[src/rtl/llss_pkg.sv]
// package for the least-loaded server selector
// opcodes, status codes, field widths and the stored entry layout; no dependencies
`timescale 1ns / 1ps

package llss_pkg;

    localparam int OP_W     = 3;
    localparam int IDX_W    = 4;
    localparam int STATUS_W = 3;
    localparam int OUT_W    = 16;
    localparam int SEQ_W    = 64;
    localparam int CAP_W    = 16;

    localparam logic [OP_W-1:0] OP_ADD      = 3'd0;
    localparam logic [OP_W-1:0] OP_REMOVE   = 3'd1;
    localparam logic [OP_W-1:0] OP_CHOOSE   = 3'd2;
    localparam logic [OP_W-1:0] OP_COMPLETE = 3'd3;
    localparam logic [OP_W-1:0] OP_HEALTH   = 3'd4;

    localparam logic [STATUS_W-1:0] ST_OK          = 3'd0;
    localparam logic [STATUS_W-1:0] ST_BUSY        = 3'd1;
    localparam logic [STATUS_W-1:0] ST_UNAVAILABLE = 3'd2;
    localparam logic [STATUS_W-1:0] ST_ALREADY     = 3'd3;
    localparam logic [STATUS_W-1:0] ST_NOT_EXIST   = 3'd4;

    localparam logic [OUT_W-1:0] OUT_MAX = '1;

    // one server entry as held in the table memory; the valid bit lives in flops
    typedef struct packed {
        logic             live;
        logic             last_ok;
        logic [OUT_W-1:0] outstanding;
        logic [SEQ_W-1:0] last_seq;
    } t_entry;

endpackage

[src/rtl/llss_ram.sv]
// generic simple dual-port ram: one write port, one read port with registered data
// no dependencies
`timescale 1ns / 1ps

module llss_ram #(
    parameter int WIDTH = 8,
    parameter int DEPTH = 16
) (
    input  logic                     i_clk,
    input  logic                     i_wr_en,
    input  logic [$clog2(DEPTH)-1:0] i_wr_addr,
    input  logic [WIDTH-1:0]         i_wr_data,
    input  logic [$clog2(DEPTH)-1:0] i_rd_addr,
    output logic [WIDTH-1:0]         o_rd_data
);

    logic [WIDTH-1:0] r_mem [DEPTH];
    logic [WIDTH-1:0] r_rd_data;

    always_ff @(posedge i_clk) begin
        if (i_wr_en) begin
            r_mem[i_wr_addr] <= i_wr_data;
        end
        r_rd_data <= r_mem[i_rd_addr];
    end

    assign o_rd_data = r_rd_data;

endmodule

[src/rtl/least_loaded_server_selector.sv]
// least-loaded server selector, top level
// uses llss_pkg and llss_ram (entry table)
`timescale 1ns / 1ps

// Picks a server entry for each request and tracks per-entry load.
// Input stream: one beat per command (add, remove, choose, complete, health ok).
// Output stream: exactly one beat per command, carrying status and chosen index.
// The per-server load limit is written through i_cfg_wr_en / i_cfg_wr_data; the user
// must write it only while idle, as the block does not enforce it. Commands run one
// at a time. Add, remove, complete, health ok and unknown opcodes pass through the
// execute and done states; choose passes through the scan, final and done states,
// the scan reading one table entry a cycle from the entry memory and comparing it
// against the best live and best unlive candidate so far. Entry state other than
// the valid bit sits in one memory with registered read data; updates are
// read-modify-write with one command in flight, so no entry access overlaps another.
// Reset clears all valid bits, the dispatch sequence and the load limit; the
// block takes a beat in the first cycle after reset.
// A finished result waits in the output register; while it is not taken, the
// next command is still accepted and worked on, and stalls only when its own
// result is ready and the output register is still full.

module least_loaded_server_selector #(
    parameter int NUM_SERVERS = 16
) (
    input  logic        i_clk,
    input  logic        i_rst_n,
    input  logic        i_s_axis_tvalid,
    output logic        o_s_axis_tready,
    // [2:0] opcode, [6:3] entry_index, [7] failed
    input  logic [7:0]  i_s_axis_tdata,
    output logic        o_m_axis_tvalid,
    input  logic        i_m_axis_tready,
    // [2:0] status, [6:3] chosen_index, [7] zero
    output logic [7:0]  o_m_axis_tdata,
    input  logic        i_cfg_wr_en,
    input  logic [15:0] i_cfg_wr_data
);

    localparam int IW = $clog2(NUM_SERVERS);
    localparam int EW = $bits(llss_pkg::t_entry);
    localparam logic [IW-1:0] LAST_IDX = IW'(NUM_SERVERS - 1);

    localparam logic [2:0] S_IDLE  = 3'd0;
    localparam logic [2:0] S_EXEC  = 3'd1;
    localparam logic [2:0] S_SCAN  = 3'd2;
    localparam logic [2:0] S_FINAL = 3'd3;
    localparam logic [2:0] S_DONE  = 3'd4;

    // input fields
    logic [llss_pkg::OP_W-1:0]  w_op;
    logic [llss_pkg::IDX_W-1:0] w_idx;
    logic                       w_failed;
    logic                       w_accept;

    assign w_op     = i_s_axis_tdata[2:0];
    assign w_idx    = i_s_axis_tdata[6:3];
    assign w_failed = i_s_axis_tdata[7];

    // control state
    logic [2:0]                  r_state;
    logic [NUM_SERVERS-1:0]      r_valid;
    logic [llss_pkg::SEQ_W-1:0]  r_seq;
    logic [llss_pkg::CAP_W-1:0]  r_cap;
    logic                        r_out_valid;

    // command held while it runs
    logic [llss_pkg::OP_W-1:0]   r_op;
    logic [IW-1:0]               r_idx;
    logic                        r_in_table;
    logic                        r_failed;
    logic [IW-1:0]               r_cnt;

    // scan candidates
    logic                        r_lhave;
    logic [IW-1:0]               r_lidx;
    logic                        r_lok;
    logic [llss_pkg::OUT_W-1:0]  r_lout;
    logic [llss_pkg::SEQ_W-1:0]  r_lseq;
    logic                        r_uhave;
    logic [IW-1:0]               r_uidx;
    logic                        r_uok;
    logic [llss_pkg::OUT_W-1:0]  r_uout;
    logic [llss_pkg::SEQ_W-1:0]  r_useq;

    // pending result and output register
    logic [llss_pkg::STATUS_W-1:0] r_res_status;
    logic [llss_pkg::IDX_W-1:0]    r_res_chosen;
    logic [llss_pkg::STATUS_W-1:0] r_out_status;
    logic [llss_pkg::IDX_W-1:0]    r_out_chosen;

    // memory ports
    logic                 w_wr_en;
    logic [IW-1:0]        w_wr_addr;
    llss_pkg::t_entry     w_wr_entry;
    logic [IW-1:0]        w_rd_addr;
    logic [EW-1:0]        w_rd_raw;
    llss_pkg::t_entry     w_rd_entry;

    logic                 w_slot_free;
    logic                 w_cand_valid;
    logic                 w_live_better;
    logic                 w_unlive_better;
    logic [llss_pkg::OUT_W-1:0] w_out_dec;

    assign w_accept    = i_s_axis_tvalid && o_s_axis_tready;
    assign w_slot_free = !r_out_valid || i_m_axis_tready;
    assign w_rd_entry  = llss_pkg::t_entry'(w_rd_raw);

    llss_ram #(
        .WIDTH (EW),
        .DEPTH (NUM_SERVERS)
    ) u_table (
        .i_clk     (i_clk),
        .i_wr_en   (w_wr_en),
        .i_wr_addr (w_wr_addr),
        .i_wr_data (EW'(w_wr_entry)),
        .i_rd_addr (w_rd_addr),
        .o_rd_data (w_rd_raw)
    );

    // read address: the addressed entry at accept, entry 0 to start a scan
    always_comb begin
        w_rd_addr = r_cnt + IW'(1);
        if (r_state == S_IDLE) begin
            w_rd_addr = (w_op == llss_pkg::OP_CHOOSE) ? '0 : IW'(w_idx);
        end
    end

    // scan compare for the entry whose data is on the read port
    assign w_cand_valid    = r_valid[r_cnt];
    assign w_live_better   = w_cand_valid && w_rd_entry.live &&
                             (!r_lhave ||
                              ({w_rd_entry.outstanding, w_rd_entry.last_seq} <
                               {r_lout, r_lseq}));
    // last_ok entries first, then oldest sequence
    assign w_unlive_better = w_cand_valid && !w_rd_entry.live &&
                             (!r_uhave ||
                              ({!w_rd_entry.last_ok, w_rd_entry.last_seq} <
                               {!r_uok, r_useq}));

    assign w_out_dec = (w_rd_entry.outstanding == '0) ? w_rd_entry.outstanding
                                                      : w_rd_entry.outstanding -
                                                        llss_pkg::OUT_W'(1);

    // write-back and result of the command
    logic [llss_pkg::STATUS_W-1:0] w_status;
    logic [llss_pkg::IDX_W-1:0]    w_chosen;
    logic                          w_set_valid;
    logic                          w_clr_valid;
    logic                          w_bump_seq;

    always_comb begin
        w_wr_en     = 1'b0;
        w_wr_addr   = r_idx;
        w_wr_entry  = w_rd_entry;
        w_status    = llss_pkg::ST_OK;
        w_chosen    = '0;
        w_set_valid = 1'b0;
        w_clr_valid = 1'b0;
        w_bump_seq  = 1'b0;
        if (r_state == S_EXEC) begin
            case (r_op)
                llss_pkg::OP_ADD: begin
                    if (!r_in_table) begin
                        w_status = llss_pkg::ST_NOT_EXIST;
                    end else if (r_valid[r_idx]) begin
                        w_status = llss_pkg::ST_ALREADY;
                    end else begin
                        w_wr_en                = 1'b1;
                        w_wr_entry.live        = 1'b1;
                        w_wr_entry.last_ok     = 1'b1;
                        w_wr_entry.outstanding = '0;
                        w_wr_entry.last_seq    = '0;
                        w_set_valid            = 1'b1;
                    end
                end
                llss_pkg::OP_REMOVE: begin
                    // live is rewritten by the next add, so only valid drops
                    if (!r_in_table || !r_valid[r_idx]) begin
                        w_status = llss_pkg::ST_NOT_EXIST;
                    end else begin
                        w_clr_valid = 1'b1;
                    end
                end
                llss_pkg::OP_COMPLETE: begin
                    if (!r_in_table || !r_valid[r_idx]) begin
                        w_status = llss_pkg::ST_NOT_EXIST;
                    end else begin
                        w_wr_en                = 1'b1;
                        w_wr_entry.outstanding = w_out_dec;
                        w_wr_entry.last_ok     = !r_failed;
                        if (r_failed) begin
                            w_wr_entry.live = 1'b0;
                        end
                    end
                end
                llss_pkg::OP_HEALTH: begin
                    if (!r_in_table || !r_valid[r_idx]) begin
                        w_status = llss_pkg::ST_NOT_EXIST;
                    end else begin
                        w_wr_en         = 1'b1;
                        w_wr_entry.live = 1'b1;
                    end
                end
                default: begin
                    w_status = llss_pkg::ST_OK;
                end
            endcase
        end else if (r_state == S_FINAL) begin
            if (r_lhave) begin
                if (r_cap != '0 && r_lout >= r_cap) begin
                    w_status = llss_pkg::ST_BUSY;
                end else begin
                    w_wr_en    = 1'b1;
                    w_wr_addr  = r_lidx;
                    w_wr_entry = '{live: 1'b1, last_ok: r_lok,
                                   outstanding: (r_lout == llss_pkg::OUT_MAX) ? r_lout :
                                                r_lout + llss_pkg::OUT_W'(1),
                                   last_seq: r_seq + llss_pkg::SEQ_W'(1)};
                    w_chosen   = llss_pkg::IDX_W'(r_lidx);
                    w_bump_seq = 1'b1;
                end
            end else if (r_uhave) begin
                w_wr_en    = 1'b1;
                w_wr_addr  = r_uidx;
                w_wr_entry = '{live: 1'b0, last_ok: r_uok,
                               outstanding: (r_uout == llss_pkg::OUT_MAX) ? r_uout :
                                            r_uout + llss_pkg::OUT_W'(1),
                               last_seq: r_seq + llss_pkg::SEQ_W'(1)};
                w_chosen   = llss_pkg::IDX_W'(r_uidx);
                w_bump_seq = 1'b1;
            end else begin
                w_status = llss_pkg::ST_UNAVAILABLE;
            end
        end
    end

    assign o_s_axis_tready = (r_state == S_IDLE);

    // sequencer and control state
    logic [2:0] n_state;

    always_comb begin
        n_state = r_state;
        case (r_state)
            S_IDLE: begin
                if (w_accept) begin
                    n_state = (w_op == llss_pkg::OP_CHOOSE) ? S_SCAN : S_EXEC;
                end
            end
            S_SCAN: begin
                if (r_cnt == LAST_IDX) begin
                    n_state = S_FINAL;
                end
            end
            S_EXEC:  n_state = S_DONE;
            S_FINAL: n_state = S_DONE;
            S_DONE: begin
                if (w_slot_free) begin
                    n_state = S_IDLE;
                end
            end
            default: n_state = S_IDLE;
        endcase
    end

    always_ff @(posedge i_clk) begin
        if (!i_rst_n) begin
            r_state     <= S_IDLE;
            r_valid     <= '0;
            r_seq       <= '0;
            r_cap       <= '0;
            r_out_valid <= 1'b0;
            r_lhave     <= 1'b0;
            r_uhave     <= 1'b0;
        end else begin
            r_state <= n_state;
            if (i_cfg_wr_en) begin
                r_cap <= i_cfg_wr_data;
            end
            if (w_set_valid) begin
                r_valid[r_idx] <= 1'b1;
            end
            if (w_clr_valid) begin
                r_valid[r_idx] <= 1'b0;
            end
            if (w_bump_seq) begin
                r_seq <= r_seq + llss_pkg::SEQ_W'(1);
            end
            if (r_state == S_IDLE && w_accept) begin
                r_lhave <= 1'b0;
                r_uhave <= 1'b0;
            end
            if (r_state == S_SCAN) begin
                if (w_live_better) begin
                    r_lhave <= 1'b1;
                end
                if (w_unlive_better) begin
                    r_uhave <= 1'b1;
                end
            end
            if (r_state == S_DONE && w_slot_free) begin
                r_out_valid <= 1'b1;
            end else if (i_m_axis_tready) begin
                r_out_valid <= 1'b0;
            end
        end
    end

    // payload registers
    always_ff @(posedge i_clk) begin
        if (r_state == S_IDLE && w_accept) begin
            r_op       <= w_op;
            r_idx      <= IW'(w_idx);
            r_in_table <= (int'(w_idx) < NUM_SERVERS);
            r_failed   <= w_failed;
            r_cnt      <= '0;
        end
        if (r_state == S_SCAN) begin
            r_cnt <= r_cnt + IW'(1);
            if (w_live_better) begin
                r_lidx <= r_cnt;
                r_lok  <= w_rd_entry.last_ok;
                r_lout <= w_rd_entry.outstanding;
                r_lseq <= w_rd_entry.last_seq;
            end
            if (w_unlive_better) begin
                r_uidx <= r_cnt;
                r_uok  <= w_rd_entry.last_ok;
                r_uout <= w_rd_entry.outstanding;
                r_useq <= w_rd_entry.last_seq;
            end
        end
        if (r_state == S_EXEC || r_state == S_FINAL) begin
            r_res_status <= w_status;
            r_res_chosen <= w_chosen;
        end
        if (r_state == S_DONE && w_slot_free) begin
            r_out_status <= r_res_status;
            r_out_chosen <= r_res_chosen;
        end
    end

    assign o_m_axis_tvalid = r_out_valid;
    assign o_m_axis_tdata  = {1'b0, r_out_chosen, r_out_status};

endmodule

[config.mk]
export PLATFORM = sky130hd
export DESIGN_NAME = least_loaded_server_selector
export DESIGN_NICKNAME = d
export VERILOG_FILES = /design/src/rtl/llss_pkg.sv /design/src/rtl/llss_ram.sv /design/src/rtl/least_loaded_server_selector.sv
export SDC_FILE = /design/constraint.sdc
export NUM_CORES = 2
export LEC_CHECK = 0
export BUFFER_PORTS_ARGS = -buffer_cell sky130_fd_sc_hd__buf_2
export CELL_PAD_IN_SITES_DETAIL_PLACEMENT = 1
export CELL_PAD_IN_SITES_GLOBAL_PLACEMENT = 1
export CORE_ASPECT_RATIO = 1.25
export CORE_MARGIN = 10
export CORE_UTILIZATION = 55
export DETAILED_ROUTE_END_ITERATION = 8
export GPL_TIMING_DRIVEN = 0
export PLACE_DENSITY = 0.78
export SKIP_CTS_REPAIR_TIMING = 1
export SYNTH_ARGS = -nofsm -noshare
export SYNTH_HDL_FRONTEND = slang
export SYNTH_HIERARCHICAL = 1
export SYNTH_SLANG_ARGS = --single-unit
[constraint.sdc]
create_clock -name i_clk -period 28.5 [get_ports i_clk]
set_clock_uncertainty 0.05 [all_clocks]
set_input_delay 5.7 -clock i_clk [delete_from_list [all_inputs] [get_ports i_clk]]
set_output_delay 5.7 -clock i_clk [all_outputs]
set_load 0.02 [all_outputs]
---- Yosys cells after proc, flatten, opt, wreduce, memory -nomap -nowiden ----
Memories as Yosys holds them, arrays and structs flattened. A register that Yosys moved wholly into a read port is not among the register bits.
Cells that the tools add are included.
word-level totals
  memory bits (writable) .................. 1,312
  latch bits .............................. 0
  input port bits ......................... 29
  bits in read-only memories .............. 0
  memories kept ........................... 1
  logic and storage cells ................. 158
  bits in registers ....................... 298
memory list
  memory         words  bits a word  read ports  clocked after memory_dff  write ports  line            source
  u_table.r_mem  16     82           1           1                         1            llss_ram.sv:17  logic [WIDTH-1:0] r_mem [DEPTH];
operators by class
  reductions and logical operators ........ 33
  multiplexer cells ....................... 72
  multipliers ............................. 0
  $add $sub $neg .......................... 5
  div/mod/pow operators ................... 0
  shifts and indexed selects .............. 0
  bitwise gates (word level) .............. 4
  eq/ne operators ......................... 14
  order comparisons ....................... 6
operator list
  kind                                                         number
  two-way mux 82 bit                                           6
  two-way mux 16 bit                                           6
  less-than comparator 80 bit                                  1
  less-than comparator 65 bit                                  1
  adder 64 x 1 -> 64 bit (second input constant)               1
  two-way mux 64 bit                                           1
  two-way mux 4 bit                                            12
  one-hot mux 17 bit (2 select lines)                          1
  adder 16 x 1 -> 16 bit (second input constant)               2
  == test 16 bit (second input constant)                       2
  two-way mux 1 bit                                            28
  two-way mux 3 bit                                            7
  two-way mux 18 bit                                           1
  bitwise AND 16 bit                                           1
  >= comparator 16 bit                                         1
  logical NOT 16 bit                                           1
  inverter 16 bit                                              1
  OR 16 bit                                                    1
  nonzero test 16 bit                                          1
  subtractor 16 x 1 -> 16 bit (second input constant)          1
  == test 3 x 2 -> 1 bit (second input constant)               4
  one-hot mux 3 bit (4 select lines)                           1
  less-than comparator 4 x 5 -> 1 bit (second input constant)  2
  logical AND 1 bit                                            9
  other kinds (22)                                             42

---- Depth between registers and ports, before layout ----
  word-level depth ........................ 9
  mapped depth ............................ 14
  gate-level depth less buffers ........... 11

---- Modules after synthesis ----
Netlist, hierarchy kept.
by module, submodules not included
  module                        area an instance (sq um)  sequential area each (sq um)  cells an instance  instances
  llss_ram                      50,683.6                  41,039.4                      2,103              1
  least_loaded_server_selector  18,320.1                  7,927.6                       1,923              1

---- Worst setup path after synthesis ----
No wires, ideal clock.
  path kind ............................... flip-flop to flip-flop
  start ................................... register r_lout[2] in the netlist's numbering
  end ..................................... memory u_table/r_mem[0][0] in the netlist's numbering, enable pin
  period minus slack after synthesis ...... 9.299 ns
  arrival ................................. 8.626 ns
  setup slack ............................. 19.201 ns
  library setup time ...................... 0.623 ns
  cell stages (with the launch flop) ...... 14
  required time ........................... 27.827 ns
  cells stage by stage .................... edfxtp_1 -> ha_1 -> a211oi_1 -> o21ai_0 -> a211oi_1 -> o211a_1 -> o21ai_1 -> buf_2 -> buf_2 -> clkbuf_1 -> clkbuf_1 -> a21o_1 -> or3b_2 -> nor3_1
RTL lines
  what                    line                                 source
  from (decl)             least_loaded_server_selector.sv:77   logic [llss_pkg::OUT_W-1:0] r_lout;
  from (signal assigned)  least_loaded_server_selector.sv:324  r_lout <= w_rd_entry.outstanding;
  >= comparator 16 bit    least_loaded_server_selector.sv:211  if (r_cap != '0 && r_lout >= r_cap) begin
  logical AND 1 bit       least_loaded_server_selector.sv:211
  two-way mux 4 bit       least_loaded_server_selector.sv:211
  two-way mux 4 bit       least_loaded_server_selector.sv:210  if (r_lhave) begin
  two-way mux 4 bit       least_loaded_server_selector.sv:209  end else if (r_state == S_FINAL) begin
  two-way mux 4 bit       least_loaded_server_selector.sv:161  if (r_state == S_EXEC) begin
  via w_wr_addr[2]        least_loaded_server_selector.sv:93   logic [IW-1:0] w_wr_addr;
  to (decl)               llss_ram.sv:17
The timed path passes the listed nets, and every way through them passes these cells.

---- Final worst setup path ----
  start ................................... input i_s_axis_tdata[0]
  end ..................................... register u_table.r_rd_data[13] (netlist: u_table/o_rd_data[13]) (read register of u_table.r_mem)
between the ends
  word-level cells in the longest chain between the ends .. 3
ends and longest elaborated chain
  what                    line                                 source
  from (decl)             least_loaded_server_selector.sv:30   input logic [7:0] i_s_axis_tdata,
  == test 3 x 2 -> 1 bit  least_loaded_server_selector.sv:125  w_rd_addr = (w_op == llss_pkg::OP_CHOOSE) ? '0 : IW'(w_idx);
  two-way mux 4 bit       least_loaded_server_selector.sv:125
  two-way mux 4 bit       least_loaded_server_selector.sv:124  if (r_state == S_IDLE) begin
  via w_rd_addr[1]        least_loaded_server_selector.sv:95   logic [IW-1:0] w_rd_addr;
  to (decl)               llss_ram.sv:18                       logic [WIDTH-1:0] r_rd_data;
The timed path passes the listed nets, and every way through them passes these cells.
A chain may end at the register's enable or synchronous reset.

==> qor.yml <==
cp_max_fo: 10
slew_violations: 11
synthCells: 4026
synth_edf_count: 1508
cts.sinks: 1692
synth_nets: 4219
rsz0062_at_grt: "false"
synth_area_leaders: "edfxtp_1 66%, mux4_2 11%, dfxtp_1 5.3%, ha_1 3.0%, a22oi_1 1.8%"
area_growth_syn_to_layout_pct: 14.5
p_leak_nw: 26.6
clock_latency_ps: 830
track_usage_pct: 29.0
path_cells: "buf_2, nor2_1, a21oi_1, a22o_1, buf_2, clkbuf_1, mux4_2, a22oi_1, nand2_1"
finalWorstSetupSlack_ps: 20080
wl_per_cell_um: 33.0
design_area_um2: 79000
violations: "capacitance limit, slew limit"
dp_hpwl_um: 132000
routed_wl_um: 203000
design.die.area_um2: 140000
root_buffer: "clkbuf_16"
yosysSeqAreaShare_pct: 71.0
synth_seq_cells: 1692
overflow: 0
cts_tree: "built"
cp.buffers_inverters: 3
cts_max_path_buffers: 3
hold_class: "reg2reg"
cp-end-kind: "flop"
gp_congestion: 0.925
final_util_pct: 63.3
drt.antenna.violating_nets: 0
relSlewSlack_pct: -0.794
finalHoldViolCount: 0
final_layout_size_suffix_gt1_share_pct: 19.5
yosysWarnings: 6
num_rows: 145
p_per_area_nw_per_um2: 90.5
max_freq_mhz: 119
fin_crit_sh_pct: 29.5
slowest_delay_ps: 890
core-area_um2: 125000
setup_tns_ps: 0
critical_path_class: "in2reg"
crit_path_frequent_cell: "buf_2"
fin_crit_ps: 8420
first_pass_iters: 6
status: "finished, violations left"
io_pins: 39
arrival_ps: 9040
start_util_pct: 55.3
htreeDepth: 4
place_area_um2: 73300
drt_iter0_drc: 4999
stdcell_count: 6134
async_flop_share_pct: 0
die_height_um: 416
yosysTopAreaCellShare_pct: 65.6
pre_cts_ws_ps: 19320
cp-start-kind: "input pin"
grt_pass1_wl_um: 298000
die_w_um: 337
tightestPinTransition_ps: 1510
holdWs_ps: 367
cap_violations: 1
path_clk_slew_ps: 60
n_fill_cell: 10800
numPortBuffers: 36
dp.cells: 5813
syn_avg_cell_area_um2: 17.1
grt_pass1_vias: 43700
nNetsFinal: 4564
viasPerCell: 6.68
finalSetupViolations: 0
cts_buffers: 163
via_count: 41000
synth-main-ff-cell: "edfxtp_1"
critPathRequiredTime_ps: 29120
drc: 0
antenna_found_initial: 4
crit_family: "buffers and inverters"
critical_path.slowest_cell: "clkbuf_1"
synth_top_area_cell: "edfxtp_1"
total_power_mw: 7.15
ys_types: 76
ir_worst_vdd_v: 0.0000620
netlist_area_um2: 69000
grt_max_degree: 27
==> state kept, by name, summed over array words and instances, names as in the netlist, 16 cells and up <==
name / flops
u_table/r_mem: 1312
r_lout: 16
r_valid: 16
r_useq: 64
r_seq: 64
r_cap: 16
r_uout: 16
r_lseq: 64
u_table/o_rd_data: 82
==> synthesized netlist by cell type (all sizes together), types with 44 or more instances <==
library cell	n
a21oi	106
a22oi	169
buf	73
clkbuf	108
dfxtp	184
edfxtp	1508
ha	164
inv	180
mux4	342
nand2	213
nand3	118
nand4	71
nor2	159
o21ai	141
xnor2	44
xor2	44
==> routing by layer <==
metal	GRT usage (%)	wire length [um]	vias up
met1	37.3	75300	21500
met3	5.70	17200	514
met5	0	28	-
li1	-	-	16800
met2	47.9	101000	2148
met4	12.8	9540	4
==> area by class of cell <==
type / instances / area, um^2 / area share, %
sequential: 1692 / 49000 / 62.0
multi-input combinational: 1973 / 18700 / 23.6
clock buffer: 215 / 4470 / 5.65
timing repair buffer: 180 / 2200 / 2.79
tap: 1617 / 2020 / 2.56
clock inverter: 91 / 1140 / 1.44
buffer: 181 / 876 / 1.11
inverter: 180 / 676 / 0.855
antenna: 5 / 12.5 / 0.0158
==> worst reg2reg max path: stages, from the launching register on <==
cell and delay [ps]:
edfxtp_1 550, ha_1 380, nand4_1 90, nor2_1 110, a211oi_1 110, o211a_1 410, o21ai_1 320, buf_2 380
buf_2 320, clkbuf_1 1130, clkbuf_1 810, a21o_1 290, nand3_1 340, nor3_2 670, buf_6 250, buf_6 190
buf_6 180, buf_6 190, buf_6 210
==> report_power, final <==
part	switching, mW	internal (mW)
logic	1.04	0.580
registers	0.139	3.11
clock network	0.961	1.32
==> path summary, 6_finish.rpt <==
check	from	endpoint	slack, ps	cells past startpoint
worst max-delay path	i_s_axis_tdata[0]	u_table/o_rd_data[13]	20080	9
worst min register to register	r_res_status[2]	r_out_status[2]	370	0
worst max register to register	r_lout[7]	u_table/r_mem[12][50]	21190	18
worst min-delay path	r_res_status[2]	r_out_status[2]	370	0
==> cells in the final DEF, fill, tap and decap left out, types with 68 or more instances in the layout <==
master        n
a21oi_1     105
a22oi_1     169
clkbuf_1    141
clkbuf_16   166
dfxtp_1     184
edfxtp_1   1508
ha_1        164
inv_1       180
mux4_2      342
nand2_1     213
nand3_1     118
nand4_1      68
nor2_1      146
o21ai_0      84
==> cell families after synthesis <==
logic type | Yosys count | synth area share [%]
compound gates | 579 | 5.51
buf+inv | 361 | 2.24
simple gates | 763 | 5.51
fa+ha+maj | 164 | 2.97
other cells | 1 | 0.00543
mux | 378 | 11.7
flops | 1692 | 71.0
xor+xnor | 88 | 1.12
No activity file was read; power rests on OpenSTA's default activity.
